File: config.mk
export PLATFORM = sky130hd
export DESIGN_NAME = pending_read_index_tracker
export DESIGN_NICKNAME = d
export VERILOG_FILES = /design/src/hdl/prit_pkg.sv /design/src/hdl/prit_ctrl.sv /design/src/hdl/prit_dp.sv /design/src/hdl/pending_read_index_tracker.sv
export VERILOG_INCLUDE_DIRS = /design/src /design/src/hdl
export SDC_FILE = /design/constraint.sdc
export NUM_CORES = 1
export LEC_CHECK = 0
export BUFFER_PORTS_ARGS = -buffer_cell sky130_fd_sc_hd__buf_2
export CAP_MARGIN = 20
export CORE_MARGIN = 1
export CORE_UTILIZATION = 45
export DETAILED_ROUTE_END_ITERATION = 10
export PLACE_DENSITY_LB_ADDON = 0.08
export SLEW_MARGIN = 20
export SYNTH_ARGS = -nofsm -noshare
export SYNTH_HDL_FRONTEND = slang
export SYNTH_SLANG_ARGS = --single-unit
File: constraint.sdc
create_clock -name clk -period 22.4 [get_ports clk]
set_input_delay 5.6 -clock clk [delete_from_list [all_inputs] [get_ports clk]]
set_output_delay 5.6 -clock clk [all_outputs]
set_load 0.02 [all_outputs]
File: src/hdl/pending_read_index_tracker_assert.svh
// Assertion macros used by the pending read index tracker datapath.
`ifndef PENDING_READ_INDEX_TRACKER_ASSERT_SVH
`define PENDING_READ_INDEX_TRACKER_ASSERT_SVH
`ifndef ASSERT_OFF
// Condition that holds at every rising clock edge outside reset.
`define PRIT_ASSERT_ALWAYS(label, clk, rst_n, cond, msg) \
  label: assert property (@(posedge clk) disable iff (!rst_n) (cond)) else $error(msg);
// Antecedent implies consequent in the same cycle, outside reset.
`define PRIT_ASSERT_IMPLY(label, clk, rst_n, ante, cons, msg) \
  label: assert property (@(posedge clk) disable iff (!rst_n) (ante) |-> (cons)) else $error(msg);
`else
`define PRIT_ASSERT_ALWAYS(label, clk, rst_n, cond, msg)
`define PRIT_ASSERT_IMPLY(label, clk, rst_n, ante, cons, msg)
`endif
`endif

File: src/hdl/prit_pkg.sv
// Package with constants, codes and interface types of the pending read index tracker.
`timescale 1ns / 1ps
package prit_pkg;

  localparam int SLOTS   = 8;
  localparam int MAX_OUT = 8;
  localparam int IDX_W   = (SLOTS > 1) ? $clog2(SLOTS) : 1;
  localparam int CNT_W   = $clog2(SLOTS + 1);
  localparam int OUTN_W  = (MAX_OUT > 1) ? $clog2(MAX_OUT) : 1;

  localparam logic [63:0] ID_PREFIX = 64'h4d43545200000000;
  localparam logic [63:0] SEQ_MASK  = 64'h00000000ffffffff;

  typedef enum logic [1:0] {
    ACT_REQUEST    = 2'd0,
    ACT_READ_STATE = 2'd1,
    ACT_APPLIED    = 2'd2,
    ACT_POLL       = 2'd3
  } prit_action_t;

  typedef enum logic [1:0] {
    STS_OK        = 2'd0,
    STS_NO_FREE   = 2'd1,
    STS_PROTO_ERR = 2'd2,
    STS_NONE      = 2'd3
  } prit_status_t;

  typedef enum logic [2:0] {
    RES_NO_FREE   = 3'd0,
    RES_ALLOC_OK  = 3'd1,
    RES_RS_ERR    = 3'd2,
    RES_RS_OK     = 3'd3,
    RES_APPLIED   = 3'd4,
    RES_POLL_ITEM = 3'd5,
    RES_POLL_NONE = 3'd6
  } prit_kind_t;

  typedef enum logic [3:0] {
    ST_IDLE,
    ST_REQ_CHECK,
    ST_REQ_ADV,
    ST_REQ_SCAN,
    ST_RS_SCAN,
    ST_APPLY,
    ST_POLL_SCAN,
    ST_POLL_CHK,
    ST_POLL_EMIT,
    ST_RESULT
  } prit_state_t;

  typedef struct packed {
    logic       latch_in;
    logic       idx_clr;
    logic       idx_inc;
    logic       idx_load_due;
    logic       tries_clr;
    logic       tries_inc;
    logic       seq_adv;
    logic       alloc;
    logic       rs_write;
    logic       applied_write;
    logic       due_clr;
    logic       due_set;
    logic       poll_free;
    logic       n_clr;
    logic       kind_load;
    prit_kind_t kind;
    logic       out_load;
  } prit_cmd_t;

  typedef struct packed {
    logic free_any;
    logic hit;
    logic ready_at;
    logic idx_last;
    logic tries_done;
    logic due_any;
    logic poll_last;
    logic out_space;
  } prit_stat_t;

endpackage

File: src/hdl/prit_ctrl.sv
// Controller state machine of the pending read index tracker.
`timescale 1ns / 1ps
module prit_ctrl
  import prit_pkg::*;
(
  input  logic         clk,
  input  logic         rst_n,
  input  logic         in_valid,
  input  prit_action_t in_action,
  output logic         in_stall,
  input  prit_stat_t   stat,
  output prit_cmd_t    cmd
);

  prit_state_t state_r, state_nxt;

  always_ff @(posedge clk) begin
    if (!rst_n) begin
      state_r <= ST_IDLE;
    end else begin
      state_r <= state_nxt;
    end
  end

  always_comb begin
    state_nxt = state_r;
    unique case (state_r)
      ST_IDLE: begin
        if (in_valid) begin
          unique case (in_action)
            ACT_REQUEST:    state_nxt = ST_REQ_CHECK;
            ACT_READ_STATE: state_nxt = ST_RS_SCAN;
            ACT_APPLIED:    state_nxt = ST_APPLY;
            ACT_POLL:       state_nxt = ST_POLL_SCAN;
            default:        state_nxt = ST_IDLE;
          endcase
        end
      end
      ST_REQ_CHECK: state_nxt = stat.free_any ? ST_REQ_ADV : ST_RESULT;
      ST_REQ_ADV:   state_nxt = ST_REQ_SCAN;
      ST_REQ_SCAN: begin
        if (stat.hit) begin
          state_nxt = stat.tries_done ? ST_RESULT : ST_REQ_ADV;
        end else if (stat.idx_last) begin
          state_nxt = ST_RESULT;
        end
      end
      ST_RS_SCAN: begin
        if (stat.hit || stat.idx_last) begin
          state_nxt = ST_RESULT;
        end
      end
      ST_APPLY:     state_nxt = ST_RESULT;
      ST_POLL_SCAN: begin
        if (stat.idx_last) begin
          state_nxt = ST_POLL_CHK;
        end
      end
      ST_POLL_CHK:  state_nxt = stat.due_any ? ST_POLL_EMIT : ST_RESULT;
      ST_POLL_EMIT: begin
        if (stat.out_space && stat.poll_last) begin
          state_nxt = ST_IDLE;
        end
      end
      ST_RESULT: begin
        if (stat.out_space) begin
          state_nxt = ST_IDLE;
        end
      end
      default: state_nxt = ST_IDLE;
    endcase
  end

  always_comb begin
    cmd      = '0;
    in_stall = (state_r != ST_IDLE);
    unique case (state_r)
      ST_IDLE: begin
        if (in_valid) begin
          cmd.latch_in  = 1'b1;
          cmd.idx_clr   = 1'b1;
          cmd.tries_clr = 1'b1;
          cmd.due_clr   = 1'b1;
        end
      end
      ST_REQ_CHECK: begin
        if (!stat.free_any) begin
          cmd.kind_load = 1'b1;
          cmd.kind      = RES_NO_FREE;
        end
      end
      ST_REQ_ADV: begin
        cmd.seq_adv = 1'b1;
        cmd.idx_clr = 1'b1;
      end
      ST_REQ_SCAN: begin
        if (stat.hit) begin
          if (stat.tries_done) begin
            cmd.kind_load = 1'b1;
            cmd.kind      = RES_NO_FREE;
          end else begin
            cmd.tries_inc = 1'b1;
          end
        end else if (stat.idx_last) begin
          cmd.alloc     = 1'b1;
          cmd.kind_load = 1'b1;
          cmd.kind      = RES_ALLOC_OK;
        end else begin
          cmd.idx_inc = 1'b1;
        end
      end
      ST_RS_SCAN: begin
        if (stat.hit) begin
          cmd.kind_load = 1'b1;
          if (stat.ready_at) begin
            cmd.kind = RES_RS_ERR;
          end else begin
            cmd.rs_write = 1'b1;
            cmd.kind     = RES_RS_OK;
          end
        end else if (stat.idx_last) begin
          cmd.kind_load = 1'b1;
          cmd.kind      = RES_RS_ERR;
        end else begin
          cmd.idx_inc = 1'b1;
        end
      end
      ST_APPLY: begin
        cmd.applied_write = 1'b1;
        cmd.kind_load     = 1'b1;
        cmd.kind          = RES_APPLIED;
      end
      ST_POLL_SCAN: begin
        cmd.due_set = 1'b1;
        cmd.idx_inc = !stat.idx_last;
      end
      ST_POLL_CHK: begin
        cmd.kind_load = 1'b1;
        if (stat.due_any) begin
          cmd.idx_load_due = 1'b1;
          cmd.n_clr        = 1'b1;
          cmd.kind         = RES_POLL_ITEM;
        end else begin
          cmd.kind = RES_POLL_NONE;
        end
      end
      ST_POLL_EMIT: begin
        if (stat.out_space) begin
          cmd.out_load     = 1'b1;
          cmd.poll_free    = 1'b1;
          cmd.idx_load_due = 1'b1;
        end
      end
      ST_RESULT: begin
        cmd.out_load = stat.out_space;
      end
      default: begin
        cmd = '0;
      end
    endcase
  end

endmodule

File: src/hdl/prit_dp.sv
// Datapath of the pending read index tracker: slot store, counters and result register.
`timescale 1ns / 1ps
`include "pending_read_index_tracker_assert.svh"
module prit_dp
  import prit_pkg::*;
(
  input  logic         clk,
  input  logic         rst_n,
  input  prit_action_t in_action,
  input  logic [63:0]  in_read_context_id,
  input  logic [63:0]  in_read_safe_index,
  input  logic [63:0]  in_new_applied_index,
  output logic         out_valid,
  input  logic         out_stall,
  output logic [1:0]   out_status,
  output logic [63:0]  out_ctx_id,
  output logic [63:0]  out_safe_index,
  output logic [63:0]  out_applied_index_now,
  output logic         out_last,
  input  prit_cmd_t    cmd,
  output prit_stat_t   stat
);

  prit_action_t     act_r;
  logic [63:0]      in_id_r;
  logic [63:0]      in_safe_r;
  logic [63:0]      in_applied_r;
  logic [IDX_W-1:0] idx_r;
  logic [CNT_W-1:0] tries_r;
  logic [OUTN_W-1:0] n_r;
  logic [SLOTS-1:0] due_r;
  prit_kind_t       kind_r;
  logic [SLOTS-1:0] slot_active_r;
  logic [SLOTS-1:0] slot_ready_r;
  logic [31:0]      slot_seq_r [SLOTS];
  logic [63:0]      slot_safe_r [SLOTS];
  logic [63:0]      applied_r;
  logic [31:0]      seq_r;
  logic [CNT_W-1:0] pending_r;
  logic             out_valid_r;
  prit_status_t     out_status_r;
  logic [63:0]      out_id_r;
  logic [63:0]      out_safe_r;
  logic [63:0]      out_applied_r;
  logic             out_last_r;

  logic [31:0]      seq_inc;
  logic [31:0]      seq_nxt;
  logic [31:0]      seq_at;
  logic [63:0]      safe_at;
  logic [31:0]      target_seq;
  logic             prefix_ok;
  logic             free_any;
  logic [IDX_W-1:0] free_idx;
  logic [SLOTS-1:0] idx_onehot;
  logic [SLOTS-1:0] due_rest;
  logic [SLOTS-1:0] due_pick_in;
  logic [IDX_W-1:0] due_idx;
  logic             out_space;
  prit_status_t     res_status;
  logic [63:0]      res_id;
  logic [63:0]      res_safe;
  logic             res_last;

  assign seq_inc    = seq_r + 32'd1;
  assign seq_nxt    = (seq_inc == 32'd0) ? 32'd1 : seq_inc;
  assign seq_at     = slot_seq_r[idx_r];
  assign safe_at    = slot_safe_r[idx_r];
  assign prefix_ok  = ((in_id_r & ~SEQ_MASK) == ID_PREFIX);
  assign target_seq = (act_r == ACT_READ_STATE) ? in_id_r[31:0] : seq_r;
  assign idx_onehot = SLOTS'(1) << idx_r;
  assign due_rest   = due_r & ~idx_onehot;
  assign due_pick_in = cmd.poll_free ? due_rest : due_r;
  assign out_space  = !out_valid_r || !out_stall;

  // Lowest free slot and lowest due slot.
  always_comb begin
    free_any = 1'b0;
    free_idx = '0;
    due_idx  = '0;
    for (int i = SLOTS - 1; i >= 0; i--) begin
      if (!slot_active_r[i]) begin
        free_any = 1'b1;
        free_idx = IDX_W'(i);
      end
      if (due_pick_in[i]) begin
        due_idx = IDX_W'(i);
      end
    end
  end

  always_comb begin
    stat.free_any   = free_any;
    stat.hit        = slot_active_r[idx_r] && (seq_at == target_seq) &&
                      ((act_r != ACT_READ_STATE) || prefix_ok);
    stat.ready_at   = slot_ready_r[idx_r];
    stat.idx_last   = (idx_r == IDX_W'(SLOTS - 1));
    stat.tries_done = (tries_r == pending_r);
    stat.due_any    = |due_r;
    stat.poll_last  = (due_rest == '0) || (n_r == OUTN_W'(MAX_OUT - 1));
    stat.out_space  = out_space;
  end

  always_comb begin
    res_status = STS_OK;
    res_id     = 64'd0;
    res_safe   = 64'd0;
    res_last   = 1'b1;
    unique case (kind_r)
      RES_NO_FREE:   res_status = STS_NO_FREE;
      RES_ALLOC_OK:  res_id = ID_PREFIX | {32'd0, seq_r};
      RES_RS_ERR: begin
        res_status = STS_PROTO_ERR;
        res_id     = in_id_r;
      end
      RES_RS_OK: begin
        res_id   = in_id_r;
        res_safe = in_safe_r;
      end
      RES_APPLIED:   res_status = STS_OK;
      RES_POLL_ITEM: begin
        res_id   = ID_PREFIX | {32'd0, seq_at};
        res_safe = safe_at;
        res_last = stat.poll_last;
      end
      RES_POLL_NONE: res_status = STS_NONE;
      default:       res_status = STS_OK;
    endcase
  end

  // Control state.
  always_ff @(posedge clk) begin
    if (!rst_n) begin
      slot_active_r <= '0;
      slot_ready_r  <= '0;
      applied_r     <= 64'd0;
      seq_r         <= 32'd0;
      pending_r     <= '0;
      out_valid_r   <= 1'b0;
      due_r         <= '0;
      act_r         <= ACT_REQUEST;
      kind_r        <= RES_NO_FREE;
      idx_r         <= '0;
      tries_r       <= '0;
      n_r           <= '0;
    end else begin
      if (cmd.latch_in) begin
        act_r <= in_action;
      end
      if (cmd.kind_load) begin
        kind_r <= cmd.kind;
      end
      if (cmd.idx_clr) begin
        idx_r <= '0;
      end else if (cmd.idx_inc) begin
        idx_r <= idx_r + IDX_W'(1);
      end else if (cmd.idx_load_due) begin
        idx_r <= due_idx;
      end
      if (cmd.tries_clr) begin
        tries_r <= '0;
      end else if (cmd.tries_inc) begin
        tries_r <= tries_r + CNT_W'(1);
      end
      if (cmd.n_clr) begin
        n_r <= '0;
      end else if (cmd.poll_free) begin
        n_r <= n_r + OUTN_W'(1);
      end
      if (cmd.seq_adv) begin
        seq_r <= seq_nxt;
      end
      if (cmd.applied_write) begin
        applied_r <= in_applied_r;
      end
      if (cmd.due_clr) begin
        due_r <= '0;
      end else if (cmd.due_set) begin
        due_r[idx_r] <= slot_active_r[idx_r] && slot_ready_r[idx_r] &&
                        (safe_at <= applied_r);
      end else if (cmd.poll_free) begin
        due_r[idx_r] <= 1'b0;
      end
      if (cmd.alloc) begin
        slot_active_r[free_idx] <= 1'b1;
        slot_ready_r[free_idx]  <= 1'b0;
        pending_r               <= pending_r + CNT_W'(1);
      end else if (cmd.rs_write) begin
        slot_ready_r[idx_r] <= 1'b1;
      end else if (cmd.poll_free) begin
        slot_active_r[idx_r] <= 1'b0;
        slot_ready_r[idx_r]  <= 1'b0;
        if (pending_r != '0) begin
          pending_r <= pending_r - CNT_W'(1);
        end
      end
      if (cmd.out_load) begin
        out_valid_r <= 1'b1;
      end else if (!out_stall) begin
        out_valid_r <= 1'b0;
      end
    end
  end

  // Payload registers and slot store.
  always_ff @(posedge clk) begin
    if (cmd.latch_in) begin
      in_id_r      <= in_read_context_id;
      in_safe_r    <= in_read_safe_index;
      in_applied_r <= in_new_applied_index;
    end
    if (cmd.alloc) begin
      slot_seq_r[free_idx] <= seq_r;
    end
    if (cmd.rs_write) begin
      slot_safe_r[idx_r] <= in_safe_r;
    end
    if (cmd.out_load) begin
      out_status_r  <= res_status;
      out_id_r      <= res_id;
      out_safe_r    <= res_safe;
      out_applied_r <= applied_r;
      out_last_r    <= res_last;
    end
  end

  assign out_valid             = out_valid_r;
  assign out_status            = out_status_r;
  assign out_ctx_id            = out_id_r;
  assign out_safe_index        = out_safe_r;
  assign out_applied_index_now = out_applied_r;
  assign out_last              = out_last_r;

  `PRIT_ASSERT_ALWAYS(a_pending_count, clk, rst_n, int'(pending_r) == $countones(slot_active_r), "pending count differs from active slots")
  `PRIT_ASSERT_ALWAYS(a_ready_active, clk, rst_n, (slot_ready_r & ~slot_active_r) == '0, "ready slot not active")
  `PRIT_ASSERT_IMPLY(a_alloc_free, clk, rst_n, cmd.alloc, free_any && !slot_active_r[free_idx], "allocation into busy slot")
  `PRIT_ASSERT_IMPLY(a_rs_write, clk, rst_n, cmd.rs_write, slot_active_r[idx_r] && !slot_ready_r[idx_r], "read state on bad slot")
  `PRIT_ASSERT_IMPLY(a_no_overwrite, clk, rst_n, cmd.out_load, !out_valid_r || !out_stall, "stalled result overwritten")

endmodule

File: src/hdl/pending_read_index_tracker.sv
// Top level of the pending read index tracker: controller and datapath.
// Poll: one safe-index compare per slot before the first completion, then one a cycle while the result side takes them.
// Throughput: one request at a time; the slot scan, one slot per cycle, sets the rate.
// Reset: synchronous active-low rst_n frees every slot and clears the counters.
`timescale 1ns / 1ps
module pending_read_index_tracker
  import prit_pkg::*;
(
  input  logic        clk,
  input  logic        rst_n,
  input  logic        in_valid,
  output logic        in_stall,
  input  logic [1:0]  in_action,
  input  logic [63:0] in_read_context_id,
  input  logic [63:0] in_read_safe_index,
  input  logic [63:0] in_new_applied_index,
  output logic        out_valid,
  input  logic        out_stall,
  output logic [1:0]  out_status,
  output logic [63:0] out_ctx_id,
  output logic [63:0] out_safe_index,
  output logic [63:0] out_applied_index_now,
  output logic        out_last
);

  // The controller sequences each request through per-slot scan steps; the
  // datapath holds the slot store, the id sequence counter and the result
  // register. The two talk only through the command and status structs.
  prit_cmd_t    cmd;
  prit_stat_t   stat;
  prit_action_t action;

  // The action field carries the whole two-bit code space.
  assign action = prit_action_t'(in_action);

  // A request is taken only while the controller is idle. A finished
  // result can still sit in the output register waiting on out_stall while
  // the next request is accepted and processed up to its own result.
  prit_ctrl u_ctrl (
    .clk       (clk),
    .rst_n     (rst_n),
    .in_valid  (in_valid),
    .in_action (action),
    .in_stall  (in_stall),
    .stat      (stat),
    .cmd       (cmd)
  );

  // Poll completions leave one per cycle in slot order while the result
  // side takes them; the last one carries out_last.
  prit_dp u_dp (
    .clk                   (clk),
    .rst_n                 (rst_n),
    .in_action             (action),
    .in_read_context_id    (in_read_context_id),
    .in_read_safe_index    (in_read_safe_index),
    .in_new_applied_index  (in_new_applied_index),
    .out_valid             (out_valid),
    .out_stall             (out_stall),
    .out_status            (out_status),
    .out_ctx_id            (out_ctx_id),
    .out_safe_index        (out_safe_index),
    .out_applied_index_now (out_applied_index_now),
    .out_last              (out_last),
    .cmd                   (cmd),
    .stat                  (stat)
  );

endmodule

==> flow_metrics.py, run 1 <==
metrics = {
    "drt": {
        "routedWlPerCell_um": 26.2,
        "routed_via_density": 5.70,
        "first_pass_iters": 6,
        "drt_iter0_markers": 2464,
        "antenna_left": 0,
        "via_count": 29000,
        "drc_errors": 0,
        "drt-total-wl_um": 133000,
    },
    "clock_network": {
        "cts_tree": "yes",
        "clock_latency_ps": 730,
        "htree_levels": 4,
        "cts_buffer_depth": 3,
        "cts_made_buffers": 141,
        "cts_hold_buf": 0,
        "post_cts_buffers": 0,
        "cts_resized": 0,
        "clkSinkCount": 1302,
        "root_buffer": "clkbuf_16",
        "clkTransAtPathRegs_ps": 60,
    },
    "pwr": {
        "swShare_pct": 27.4,
        "p_leak_nw": 19.6,
        "ir_drop_uv": 72.2,
        "p_sw_mw": 1.77,
        "power_frac_comb_pct": 17.5,
        "seq_power_share_pct": 47.4,
        "power_density_mw_per_mm2": 108,
        "internal-power_mw": 4.71,
        "p_clk_share_pct": 35.2,
    },
    "synth": {
        "synth.most_common_cell": "edfxtp_1",
        "yosys-top-cells-count": "edfxtp_1, nand2_1, mux4_2",
        "ys_seq_area_share_pct": 72.4,
        "synth_area_sq_mm": 0.0519,
        "ys.flop_type": "edfxtp_1",
        "synth-async-reset-ratio_pct": 0,
        "synth_area_per_cell_sq_um": 17.1,
        "ys_ff_latch": 1302,
        "yosysWarnings": 0,
        "syn_inst": 3044,
        "synth_edf_count": 1155,
        "synth_nets": 3319,
        "synth.distinct_cells": 80,
        "synth_largest_area_cell": "edfxtp_1",
        "synth_top_cell_area_share_pct": 66.8,
        "synth_area_leaders": "edfxtp_1, mux4_2, dfxtp_1, mux2i_1, ha_1",
    },
    "die": {
        "die_y_um": 342,
        "io_pins": 395,
        "dieArea_sq_mm": 0.117,
        "initial_core_util_pct": 45.4,
        "rows": 124,
        "die_x_um": 342,
        "core_area_sq_mm": 0.114,
    },
    "worst_setup_path": {
        "cp_max_fo": 14,
        "r2r_setup_slack_ps": 14910,
        "cp-end-kind": "output port",
        "worstPathRequired_ps": 16800,
        "r2r_end": "u_dp.slot_safe_r[6][12]",
        "r2r_cells": 12,
        "path_class": "register to output port",
        "arrival_ps": 1910,
        "start_kind": "register",
    },
    "layout": {
        "layout.nets": 3739,
        "nFillCells": 9207,
        "syn2layout_area_growth_pct": 15.9,
        "stdcell_count": 5094,
        "drive_above_1_share_pct": 26.0,
    },
    "timing": {
        "timing.hold.ws_ps": 459,
        "fin_tns_setup_ps": 0,
        "post-route-min-period_ps": 7510,
        "worst_pin_slew_ps": 1160,
        "maxSlewViolCount": 0,
        "slew_headroom_pct": 22.5,
        "finalCritPeriodShare_pct": 33.5,
        "max_freq_ghz": 0.133,
        "rsz0062_at_grt": "no",
        "setup_viol": 0,
        "fin_skew_ps": 18.2,
        "hold_viol": 0,
    },
    "place": {
        "portBuffers": 394,
        "routabilityCongestion": 0.838,
        "place_inst": 4833,
        "dpl.hpwl_um": 80600,
    },
    "global_routing": {
        "grt_max_degree": 132,
        "grt.total_usage_pct": 22.9,
        "gr-total-overflow": 0,
        "antenna_found_initial": 3,
        "grt_pass1_vias": 30200,
        "grt_pass1_wl_um": 197000,
    },
    "hold_path": {
        "whs_endpoint": "u_dp.out_applied_index_now[9]",
        "hold_depth": 0,
        "hold_start": "u_dp.applied_r[9]",
        "hold_class": "register to register",
    },
    "run": {
        "drv_cap": 0,
    },
    "run_status": {
        "outcome": "finished clean",
    },
}
## critical path: stages (launching register included)
cell and delay (ps):
dfxtp_1 640, nor2_1 210, nand2_1 160, buf_2 180
## area by class of cell
class,instances,area [sq um],share of cell area [%]
flip-flops and latches,1302,37600,62.5
multi-input cells,1494,13400,22.3
clock buffers,197,3980,6.60
repair buffers,445,2390,3.97
well taps,1512,1890,3.14
clock inverters,61,584,0.970
inverters,80,308,0.511
diodes,3,7.51,0.0125
## power groups by stage
stage | logic [mW] | registers [mW] | clock network [mW]
floorplan | 0.829 | 3.05 | 0
global placement | 1.13 | 3.12 | 0
detailed placement | 1.15 | 3.12 | 0
CTS | 1.15 | 3.07 | 2.33
global route | 1.23 | 3.10 | 2.42
finish | 1.13 | 3.07 | 2.28
## layout by cell type (no fill, tap or decap), types with 44 or more instances in the layout
master / netlist / layout
a21boi_0: 75 / 75
a22oi_1: 45 / 45
a32o_1: 63 / 63
and2_1: 45 / 44
buf_2: 11 / 394
buf_4: 10 / 48
clkbuf_16: 0 / 148
dfxtp_1: 147 / 143
edfxtp_1: 1155 / 1155
ha_1: 76 / 76
inv_1: 79 / 78
mux2_2: 67 / 67
mux2i_1: 101 / 101
mux4_2: 173 / 173
nand2_1: 217 / 217
nand3_1: 60 / 60
nand4_1: 45 / 45
nor2_1: 82 / 66
## layer usage
| layer | share of wire (%) | wire (um) | track usage (%) | up-vias |
|---|---|---|---|---|
| met5 | 0 | 0 | 0 | - |
| met4 | 2.1 | 2820 | 6.36 | 0 |
| met3 | 5.1 | 6810 | 3.33 | 194 |
| met2 | 49 | 66000 | 38.1 | 926 |
| met1 | 43 | 57800 | 31.3 | 15000 |
| li1 | - | - | - | 12900 |
## stage by stage
stage | util [%] | total power, mW | setup WS, ps | area (sq um)
finish | 52.7 | 6.49 | 14890 | 60200
floorplan | - | 3.88 | 6610 | 51900
global route | 52.7 | 6.75 | 14400 | 60200
global placement | 48.7 | 4.25 | 14400 | 55600
CTS | 52.7 | 6.56 | 14630 | 60200
detailed placement | 48.7 | 4.27 | 14270 | 55700
## flip-flops by register name, summed over array words and instances, names as in the netlist, 32 cells and up, named ones only
| name | flops |
|---|---|
| u_dp.out_applied_index_now | 64 |
| u_dp.in_id_r | 64 |
| u_dp.in_applied_r | 64 |
| u_dp.out_ctx_id | 64 |
| u_dp.seq_r | 32 |
| u_dp.slot_seq_r | 256 |
| u_dp.slot_safe_r | 512 |
| u_dp.applied_r | 64 |
| u_dp.out_safe_index | 64 |
| u_dp.in_safe_r | 64 |
## logic make-up (layout without fill, tap and decap cells)
group / after synthesis / in the layout / synth area share, %
other cells: 0 / 3 / 0
compound gates: 427 / 427 / 6.16
xor+xnor: 61 / 61 / 1.03
mux: 342 / 342 / 11.0
flops: 1302 / 1302 / 72.4
buf+inv: 248 / 783 / 1.97
simple gates: 587 / 587 / 5.58
fa+ha+maj: 77 / 77 / 1.87
## how the worst max path moves through the flow
stage / end / startpoint / slack (ps)
after floorplan: u_dp.out_applied_index_now[0] / out_stall / 6610
after CTS: u_dp.slot_safe_r[6][0] / register / 14630
after detailed placement: u_dp.in_safe_r[18] / in_valid / 14270
final: in_stall / u_ctrl.state_r[1] / 14890
after global routing: u_dp.slot_safe_r[6][0] / register / 14400
after global placement: u_dp.in_safe_r[18] / in_valid / 14400
Power figures use the tool's default switching activity.
==> run 2, diff against run 1 <==
Clock period 22.4 ns to 6.55 ns, I/O delays scaled along.
==> run 2 against run 1 <==
Worst setup slack got worse by 14000 ps. Clock-buffer cell count decreased by 2. Total power increased to 3.4 times the previous value. First-iteration DRC count increased by 2.4%. Register-to-register slack got worse by 14000 ps. Critical path type is now register to register. Largest power group unchanged.
==> flow_metrics.py, run 2 (synthesis results as in run 1) <==
metrics = {
    "drt": {
        "drt-total-wl_um": 136000,
        "drt_iter0_markers": 2523,
        "antenna_left": 0,
        "routedWlPerCell_um": 26.6,
        "via_count": 29300,
        "first_pass_iters": 5,
        "routed_via_density": 5.73,
        "drc_errors": 0,
    },
    "layout": {
        "final_common_cell": "edfxtp_1",
        "largest_register": "u_dp.slot_safe_r",
        "drive_above_1_share_pct": 26.3,
        "syn2layout_area_growth_pct": 16.4,
        "stdcell_count": 5106,
        "mostFrequentLayoutCells": "edfxtp_1, buf_2, nand2_1",
        "layout.nets": 3753,
        "largest_reg_flops": 512,
        "diodes": 0,
        "top_regs": "u_dp.slot_safe_r: 512 flops, u_dp.slot_seq_r: 256 flops",
    },
    "clock_network": {
        "cts_made_buffers": 142,
        "htree_levels": 4,
        "root_buffer": "clkbuf_16",
        "cts_hold_buf": 0,
        "cts_buffer_depth": 3,
        "clock_latency_ps": 760,
        "clkSinkCount": 1302,
        "post_cts_buffers": 0,
        "cts_tree": "yes",
        "cts_resized": 0,
        "clkTransAtPathRegs_ps": 60,
    },
    "timing": {
        "post-route-min-period_ps": 5230,
        "slew_headroom_pct": 12.5,
        "fin_tns_setup_ps": 0,
        "setup_viol": 0,
        "finalCritPeriodShare_pct": 79.9,
        "fin_skew_ps": 32.8,
        "max_freq_ghz": 0.191,
        "rsz0062_at_grt": "no",
        "maxSlewViolCount": 0,
        "hold_viol": 0,
        "worst_pin_slew_ps": 1310,
        "timing.hold.ws_ps": 458,
    },
    "pwr": {
        "ir_drop_uv": 302,
        "power_density_mw_per_mm2": 363,
        "p_leak_nw": 19.7,
        "p_total_mw": 22.0,
    },
    "worst_setup_path": {
        "cp-end-kind": "register",
        "arrival_ps": 5900,
        "cp_max_fo": 43,
        "start_kind": "register",
        "r2r_cells": 11,
        "worstPathRequired_ps": 7220,
        "path_class": "register to register",
    },
    "place": {
        "portBuffers": 394,
        "place_inst": 4846,
        "dpl.hpwl_um": 82900,
        "routabilityCongestion": 0.857,
    },
    "die": {
        "die_x_um": 342,
        "initial_core_util_pct": 45.4,
        "rows": 124,
        "die_y_um": 342,
        "dieArea_sq_mm": 0.117,
        "io_pins": 395,
        "core_area_sq_mm": 0.114,
    },
    "run": {
        "drv_cap": 0,
    },
    "global_routing": {
        "grt_pass1_vias": 30400,
        "grt_max_degree": 134,
        "met2_usage_pct": 38.9,
        "grt.total_usage_pct": 23.3,
        "gr-total-overflow": 0,
        "grt_pass1_wl_um": 200000,
        "grt.met3_usage_pct": 3.91,
        "grt.met1_usage_pct": 31.6,
        "busiest_layer": "met2",
        "antenna_found_initial": 7,
    },
    "hold_path": {
        "hold_depth": 0,
        "hold_class": "register to register",
    },
    "run_status": {
        "outcome": "finished clean",
    },
}
run 2: changes by cell type in the layout (fill, tap and decap cells not counted), sizes merged:
cell      previous run  this run
clkinvlp             2         4
inv                 83        86
diode                3         0
clkinv              46        47
bufinv              10         8
buf                445       458
clkbuf             197       195
run 2: path summary, 6_finish.rpt:
path                      start                             end  slack [ps]
max                    register                   u_dp.due_r[4]        1320
min          u_dp.applied_r[34]  u_dp.out_applied_index_now[34]         460
max reg2reg            register                   u_dp.due_r[4]        1320
min reg2reg  u_dp.applied_r[34]  u_dp.out_applied_index_now[34]         460
run 2: where the power goes:
part	leakage, nW	switching, mW	total, mW	internal [mW]
Sequential	11.6	0.639	10.5	9.86
Clock	2.21	3.24	7.78	4.54
Combinational	5.88	2.17	3.69	1.52
Total	19.7	6.04	22.0	15.9
run 2: metal layers:
layer,wire length [um],share of wire (%),up-vias
met5,50,0.037,-
met4,2620,1.9,8
met3,8000,5.9,190
met2,67300,50,1051
met1,57700,43,15100
li1,-,-,12900
run 2: critical path: stages (launching register included):
cell and delay (ps):
dfxtp_4 560, buf_4 750, mux4_2 590, mux2_2 330
ha_1 360, nand4_1 160, nor4_1 710, nand3_1 310
nor2_1 540, and4_1 520, nand4_1 150, nand3_1 130
run 2: through the flow:
step | cell area, sq um | worst slack, ps | utilization (%)
after floorplan | 52000 | 475 | -
after global placement | 55900 | 1130 | 48.9
after detailed placement | 55900 | 1120 | 48.9
after CTS | 60500 | 1110 | 52.9
after global routing | 60500 | 987 | 52.9
final | 60500 | 1320 | 52.9
run 2: area by class of cell:
cell class              count  area (sq um)
flip-flops and latches   1302         37600
inverters                  80           308
repair buffers            458          2660
multi-input cells        1494         13400
clock inverters            65           618
well taps                1512          1890
fillers                  9290         53900
clock buffers             195          3930
